**src/rtl/wlpt_pkg.sv**
```systemverilog
// Shared types and constants for the worst-latency path tracker.
package wlpt_pkg;

  // Command codes
  localparam logic [2:0] CMD_START  = 3'd0;
  localparam logic [2:0] CMD_CHECK  = 3'd1;
  localparam logic [2:0] CMD_END    = 3'd2;
  localparam logic [2:0] CMD_CAUSE  = 3'd3;
  localparam logic [2:0] CMD_READ   = 3'd5;
  localparam logic [2:0] CMD_CLEAR  = 3'd6;

  // Sync states
  localparam logic [1:0] SYNC_WAIT_START = 2'd0;
  localparam logic [1:0] SYNC_WAIT_END   = 2'd1;
  localparam logic [1:0] SYNC_EITHER     = 2'd2;

  // Register indexes
  localparam logic CFG_LOG_EN  = 1'b0;
  localparam logic CFG_DOWN    = 1'b1;

  localparam logic [15:0] MASK_SELECTOR = 16'hFF9C;

  // 163 input bits padded to whole bytes; 288 result bits are whole bytes
  localparam int IN_W  = 168;
  localparam int OUT_W = 288;

  // Unpacked input beat
  typedef struct packed {
    logic [15:0] cause_from;
    logic [15:0] cause;
    logic [15:0] process_id;
    logic [15:0] site_line;
    logic [31:0] site_file;
    logic [31:0] site_address;
    logic [31:0] timestamp;
    logic [2:0]  command;
  } in_item_t;

  // One table entry
  typedef struct packed {
    logic [31:0] latency;
    logic [15:0] cause;
    logic [15:0] mask;
    logic [31:0] begin_address;
    logic [31:0] begin_file;
    logic [15:0] begin_line;
    logic [15:0] begin_process;
    logic [31:0] finish_address;
    logic [31:0] finish_file;
    logic [15:0] finish_line;
    logic [15:0] finish_process;
  } entry_t;

  // Controller to datapath
  typedef struct packed {
    logic load;       // capture input beat
    logic scan_clr;   // reset scan registers
    logic scan_step;  // compare current entry
    logic scan_hunt;  // stop the scan at a matching entry
    logic log_done;   // apply log decision
    logic read_done;  // produce read result and clear entry
    logic do_open;
    logic do_cause;
    logic do_clear;
    logic cnt_unmatched;
  } dp_cmd_t;

  // Datapath to controller
  typedef struct packed {
    logic [2:0] command;
    logic       above_floor;
    logic       match_hit;
    logic       scan_last;
  } dp_stat_t;

endpackage

```
**src/rtl/wlpt_ctrl.sv**
```systemverilog
// Controller state machine sequencing events and table scans.
module wlpt_ctrl import wlpt_pkg::*; (
  input  logic      clk,
  input  logic      rst_n,
  input  logic      in_fire,
  input  logic      out_busy,
  input  logic      out_fire,
  input  logic      log_en,
  input  dp_stat_t  stat,
  input  logic [1:0] sync_state,
  output dp_cmd_t   cmd,
  output logic [1:0] sync_nxt,
  output logic      sync_wr,
  output logic      idle,
  output logic      out_set
);

  localparam logic [2:0] ST_IDLE = 3'd0;
  localparam logic [2:0] ST_DEC  = 3'd1;
  localparam logic [2:0] ST_LOG  = 3'd2;
  localparam logic [2:0] ST_RD   = 3'd3;
  localparam logic [2:0] ST_FIN  = 3'd4;
  localparam logic [2:0] ST_OUT  = 3'd5;

  logic [2:0] st_r, st_nxt;
  logic       chk_r, chk_nxt;

  assign idle = (st_r == ST_IDLE);

  always_comb begin
    st_nxt = st_r; chk_nxt = chk_r;
    cmd = '0; sync_nxt = sync_state; sync_wr = 1'b0; out_set = 1'b0;
    case (st_r)
      ST_IDLE: begin
        if (in_fire) begin
          cmd.load = 1'b1;
          st_nxt = ST_DEC;
        end
      end
      ST_DEC: begin
        cmd.scan_clr = 1'b1;
        st_nxt = ST_IDLE;
        chk_nxt = 1'b0;
        case (stat.command)
          CMD_START: begin
            if (log_en && sync_state != SYNC_WAIT_END) begin
              cmd.do_open = 1'b1; sync_nxt = SYNC_WAIT_END; sync_wr = 1'b1;
            end
          end
          CMD_CHECK: begin
            if (log_en) begin
              if (sync_state != SYNC_WAIT_START && stat.above_floor) begin
                chk_nxt = 1'b1; st_nxt = ST_LOG;
              end else begin
                cmd.do_open = 1'b1; sync_nxt = SYNC_EITHER; sync_wr = 1'b1;
              end
            end
          end
          CMD_END: begin
            if (log_en) begin
              if (sync_state == SYNC_WAIT_START) cmd.cnt_unmatched = 1'b1;
              else begin
                sync_nxt = SYNC_WAIT_START; sync_wr = 1'b1;
                if (stat.above_floor) st_nxt = ST_LOG;
              end
            end
          end
          CMD_CAUSE: cmd.do_cause = 1'b1;
          CMD_READ:  st_nxt = ST_RD;
          CMD_CLEAR: begin
            cmd.do_clear = 1'b1; sync_nxt = SYNC_WAIT_START; sync_wr = 1'b1;
          end
          default: ;
        endcase
      end
      ST_LOG: begin
        cmd.scan_step = 1'b1;
        cmd.scan_hunt = 1'b1;
        if (stat.match_hit || stat.scan_last) st_nxt = ST_FIN;
      end
      ST_FIN: begin
        cmd.log_done = 1'b1;
        st_nxt = ST_IDLE;
        if (chk_r) begin
          cmd.do_open = 1'b1; sync_nxt = SYNC_EITHER; sync_wr = 1'b1;
        end
      end
      ST_RD: begin
        if (!stat.scan_last) cmd.scan_step = 1'b1;
        else if (!out_busy || out_fire) begin
          cmd.scan_step = 1'b1;
        end
        if (stat.scan_last && (!out_busy || out_fire)) begin
          st_nxt = ST_OUT;
        end
      end
      ST_OUT: begin
        // read result: best index settled
        cmd.read_done = 1'b1; out_set = 1'b1; st_nxt = ST_IDLE;
      end
      default: st_nxt = ST_IDLE;
    endcase
  end

  always_ff @(posedge clk) begin
    if (!rst_n) begin
      st_r <= ST_IDLE; chk_r <= 1'b0;
    end else begin
      st_r <= st_nxt; chk_r <= chk_nxt;
    end
  end

endmodule

```
**config.mk**
```make
export PLATFORM = sky130hd
export DESIGN_NAME = wlpt_ctrl
export DESIGN_NICKNAME = d
export VERILOG_FILES = /design/src/rtl/wlpt_pkg.sv /design/src/rtl/wlpt_ctrl.sv
export SDC_FILE = /design/constraint.sdc
export NUM_CORES = 1
export LEC_CHECK = 0
export BUFFER_PORTS_ARGS = -buffer_cell sky130_fd_sc_hd__clkbuf_2
export CAP_MARGIN = 20
export CORE_AREA = 3 3 40 42
export DETAILED_ROUTE_END_ITERATION = 10
export DIE_AREA = 0 0 43 45
export PLACE_DENSITY = 0.7
export SLEW_MARGIN = 40
export SYNTH_ARGS = -nofsm -noshare
export SYNTH_HDL_FRONTEND = slang
export SYNTH_SLANG_ARGS = --single-unit
```
**constraint.sdc**
```tcl
create_clock -name clk -period 3.7 [get_ports clk]
set_input_delay 0 -clock clk [delete_from_list [all_inputs] [get_ports clk]]
set_output_delay 0 -clock clk [all_outputs]
set_load 0.05 [all_outputs]
```
==> results of run 1 <==
[power by group through the flow]
stage / clock [mW] / combinational [mW] / sequential (mW)
6_report: 0.0519 / 0.0926 / 0.0521
5_1_grt: 0.0563 / 0.100 / 0.0530
4_1_cts: 0.0546 / 0.0933 / 0.0522
3_5_place_dp: 0 / 0.0930 / 0.0530
3_3_place_gp: 0 / 0.0919 / 0.0524
2_1_floorplan: 0 / 0.0748 / 0.0480
[cells in the final DEF (no fill, tap or decap), types with 2 or more instances in the layout]
cell type,n
o31ai_1,2
o21ai_0,3
a21o_1,2
nand3_1,2
a21oi_1,3
nand2_1,4
or2b_2,2
nor3b_1,3
dfxtp_1,4
o21bai_1,2
nor3_2,2
nor2_1,5
clkbuf_2,28
and2_1,3
nor2b_1,2
inv_1,4
clkbuf_4,3
nand2b_1,2
nor3_1,4
[cell usage after synthesis, types with 3 or more instances]
| cell type | number | area (µm²) |
|---|---|---|
| a21oi_1 | 3 | 15.0 |
| and2_1 | 3 | 18.8 |
| dfxtp_1 | 4 | 80.1 |
| inv_1 | 4 | 15.0 |
| nand2_1 | 4 | 15.0 |
| nor2_1 | 5 | 18.8 |
| nor3_1 | 4 | 20.0 |
| nor3b_1 | 3 | 22.5 |
| o21ai_0 | 3 | 15.0 |
[state kept, by name, indices dropped and copies added (netlist names)]
register / count
st_r: 3
chk_r: 1
[area by class of cell]
class                           instances  area [µm²]
Timing Repair Buffer                   28         140
Inverter                                4        15.0
Sequential cell                         4        80.1
Clock buffer                            3        22.5
Fill cell                             145         638
Tap cell                               15        18.8
Multi-Input combinational cell         56         370
[worst max-delay path, delay by kind of cell (launching register included)]
kind / cells / cell delay, ns
compound gates: 2 / 0.22
buf+inv: 1 / 0.29
flops: 1 / 0.51
simple gates: 2 / 0.79
[per-layer routing]
layer | wire length, µm | track usage [%] | part of all wire [%] | vias up
met1 | 530 | 16.6 | 43 | 263
met3 | 89 | 1.20 | 7.2 | 0
li1 | - | - | - | 306
met2 | 621 | 24.3 | 50 | 18
met5 | 0 | 0 | 0 | -
met4 | 0 | 3.61 | 0 | 0
[cell families after synthesis]
family	after synthesis	share of synthesized area, %
compound gates	21	29.7
flops	4	16.1
buf+inv	9	9.32
simple gates	35	44.8
[how the worst max path moves through the flow]
stage                     startpoint     endpoint  slack (ns)
after floorplan              st_r[2]      sync_wr        0.94
after global placement       st_r[0]      sync_wr        1.95
after detailed placement     st_r[0]  sync_nxt[1]        1.88
after CTS                    st_r[0]  sync_nxt[1]        1.65
after global routing         st_r[0]      sync_wr        1.52
final                        st_r[0]  sync_nxt[1]        1.66
==> impl_metrics.yaml, run 1 <==
clock_tree:
  cts_setup_buffers: 0
  cts_buffers: 3
  cts_root_buffer: "clkbuf_4"
  cts_hold_buf: 0
  cts_tree: "built"
  clkSlewWorstSetupHoldPaths_ns: 0.04
  ctsHtreeMaxLevel: 1
  clk_latency_ns: 0.23
  cts_num_sinks: 4
  cts_resized: 0
  clock_path_buffers: 2
timing:
  rsz0062_at_grt: "no"
  layout_setup_ws_ns: 1.66
  layout_min_cycle_time_ns: 2.04
  clock_skew_ns: 0.000846
  setup_violations: 0
  worstMarginPinSlew_ns: 0.398
  drv_slew: 0
  hold_violations: 0
  slew_headroom_pct: 73.1
  hold-worst-slack_ns: 0.0324
  tns_ns: 0
  period_share_pct: 55.3
  fmax_mhz: 489
yosys:
  synth_nets: 83
  yosysUniqueCellTypes: 36
  synth_cells: 69
  yosys_warnings: 0
  syn_area_um2: 497
  avgSynthCellArea_um2: 7.20
  seq_area_frac_synth_pct: 16.1
  ys_seq_elements: 4
  ys.flop_type: "dfxtp_1"
  async_flop_share_pct: 0
  synth-edff-count: 0
setup_path:
  worst_setup_path_end_kind: "primary output"
  reg2regPathDepth: 4
  crit_path_top_delay_cell: "or3b_1"
  worstSetupStartpointType: "flop"
  crit_chain: "or3b_1, nor3_4, a211oi_1, a21oi_1, clkbuf_2"
  cp.arrival_ns: 2.04
  path_class: "flop to primary output"
  worstPathMaxFanout: 12
  crit_required_ns: 3.70
  slowest_delay_ns: 0.55
  r2r_start: "st_r[0]"
  reg2reg_to: "chk_r"
  reg2reg_setup_slack_ns: 2.10
placed_design:
  gp_congestion: 0.767
  port-buffer-count: 28
  placed_cell_area_um2: 624
  place_ws_ns: 1.88
  place_inst: 107
  dp_hpwl_um: 1040
routing:
  firstDrtPassIters: 3
  wl_um: 1240
  via_count: 587
  wire_per_inst_um: 11.3
  drtIter0Drc: 1
  ant_nets: 0
  vias_per_cell: 5.34
  drc: 0
power:
  ir_drop_mv: 0.145
  p_leak_nw: 0.322
  switching_share_pct: 44.2
  pwr-share-clk_pct: 26.4
  p_int_uw: 110
  power_density_nw_per_um2: 304
  seqPwrFrac_pct: 26.5
  p_sw_uw: 87.0
  combPwrFrac_pct: 47.1
  power_uw: 197
final_layout:
  post-route-util_pct: 50.3
  fin_area_um2: 647
  layout-drive-gt1-share_pct: 41.1
  fin_cells: 110
  area_growth_pct: 30.2
  nets: 111
  n_antenna_cell: 0
global_route:
  antenna_found_initial: 0
  grt_max_degree: 13
  grt-ovfl-total: 0
  grt_usage_pct: 13.2
  grt_pass1_vias: 485
  grt_pass1_wl_um: 2010
min_path:
  min_path_type: "primary input to flop"
  min_to: "st_r[1]"
  hold_start: "rst_n"
  min_path_cells: 3
floorplanning:
  fp-row-count: 13
  core_um2: 1280
  die_x_um: 43
  die_h_um: 45
  ios: 29
  initial_core_util_pct: 38.7
  die-area_um2: 1940
flow_run:
  cap_violations: 0
outcome:
  outcome: "completed"
Note: power is estimated with default switching activity, not from simulation.
==> inputs of run 2 (changes only) <==
==> constraint.sdc (replaced) <==
create_clock -name clk -period 1.9 [get_ports clk]
set_input_delay 0 -clock clk [delete_from_list [all_inputs] [get_ports clk]]
set_output_delay 0 -clock clk [all_outputs]
set_load 0.05 [all_outputs]
==> impl_metrics.yaml, run 2 (same netlist as run 1, synthesis figures left out) <==
routing:
  wl_um: 1360
  via_count: 601
  drtIter0Drc: 17
  ant_nets: 0
  firstDrtPassIters: 4
  vias_per_cell: 5.37
  wire_per_inst_um: 12.1
  drc: 0
final_layout:
  layout-drive-gt1-share_pct: 47.4
  multi_input_area_um2: 392
  nets: 113
  largest_reg_flops: 3
  fillers: 140
  area_growth_pct: 37.5
  n_antenna_cell: 0
  seq_area_um2: 80.1
  final_common_cell: "clkbuf_2"
  largest-register: "st_r"
  mostFrequentLayoutCells: "clkbuf_2 (28), nor2_1 (5), inv_1 (4), nand2_1 (4), dfxtp_1 (4)"
  largest_registers: "st_r (3), chk_r (1)"
  fin_cells: 112
setup_path:
  worstPathMaxFanout: 8
  worstSetupStartpointType: "flop"
  path_class: "flop to primary output"
  path_buf_inv: 1
  crit_required_ns: 1.90
  cpLargestDelayFamily: "simple AND/OR/NAND/NOR gates"
  worst_setup_path_end_kind: "primary output"
  crit_path_top_delay_cell: "or3b_4"
  cp.arrival_ns: 1.77
  crit_chain: "or3b_4, nor3_2, a21o_1, o21bai_1, clkbuf_2"
  slowest_delay_ns: 0.48
floorplanning:
  fp-row-count: 13
  ios: 29
  die_x_um: 43
  core_um2: 1280
  die-area_um2: 1940
  die_h_um: 45
  initial_core_util_pct: 38.7
global_route:
  grt_max_degree: 12
  antenna_found_initial: 0
  grt_usage_pct: 15.0
  met2_usage_pct: 26.3
  use_met1_pct: 16.2
  grt-ovfl-total: 0
  use_met3_pct: 3.59
  grt_pass1_wl_um: 2210
  busiest_layer: "met2"
  grt_pass1_vias: 574
timing:
  layout_setup_ws_ns: 0.128
  period_share_pct: 93.3
  hold_violations: 0
  tns_ns: 0
  worstMarginPinSlew_ns: 0.409
  rsz0062_at_grt: "no"
  setup_violations: 0
  drv_slew: 0
  layout_min_cycle_time_ns: 1.77
  clock_skew_ns: 0.00106
  slew_headroom_pct: 72.3
  fmax_mhz: 564
  hold-worst-slack_ns: 0.0178
clock_tree:
  clk_latency_ns: 0.23
  ctsHtreeMaxLevel: 1
  cts_resized: 0
  clkSlewWorstSetupHoldPaths_ns: 0.04
  clock_path_buffers: 2
  cts_tree: "built"
  cts_hold_buf: 0
  cts_buffers: 3
  cts_setup_buffers: 0
  cts_num_sinks: 4
  cts_root_buffer: "clkbuf_4"
power:
  power_density_nw_per_um2: 586
  p_leak_nw: 0.339
  ir_drop_mv: 0.293
placed_design:
  gp_congestion: 0.813
  port-buffer-count: 28
  dp_hpwl_um: 1110
  place_ws_ns: 0.277
  place_inst: 109
min_path:
  min_path_type: "primary input to flop"
outcome:
  outcome: "completed"
flow_run:
  cap_violations: 0
-- run 2: worst paths after layout --
kind,from,to,slack (ns),depth (start not counted)
max,st_r[2],sync_wr,0.13,5
max reg2reg,st_r[2],chk_r,0.59,4
min reg2reg,chk_r,chk_r,0.50,2
min,rst_n,st_r[1],0.02,3
-- run 2: through the flow --
| stage | area (µm²) | total power, mW | utilization (%) |
|---|---|---|---|
| final | 683 | 0.400 | 53.2 |
| after global routing | 683 | 0.432 | 53.2 |
| after CTS | 681 | 0.403 | 53.0 |
| after detailed placement | 658 | 0.293 | 51.2 |
| after global placement | 658 | 0.291 | 51.2 |
| after floorplan | 515 | 0.243 | - |
-- run 2: cell type report --
type	count	area share, %
sequential	4	11.7
clock buffer	3	3.30
inverter	4	2.20
tap	15	2.75
multi-input combinational	56	57.3
timing repair buffer	30	22.7
-- run 2: report_power, final --
part | switching (mW) | total [mW] | internal (mW) | leakage [nW]
Combinational | 0.141 | 0.202 | 0.0616 | 0.292
Clock | 0.0345 | 0.105 | 0.0706 | 0.0138
Sequential | 0.00316 | 0.0927 | 0.0895 | 0.0327
-- run 2: layer usage --
layer	vias up	share of wire [%]	wire length [µm]
met5	-	0	0
li1	308	-	-
met4	0	0.96	13
met1	267	41	560
met3	2	7.9	107
met2	24	50	673
-- run 2: worst reg2reg max path, delay by kind of cell, from the launching register on --
kind            cells  cell delay (ns)
simple gates        3             0.80
flops               1             0.34
compound gates      1             0.12
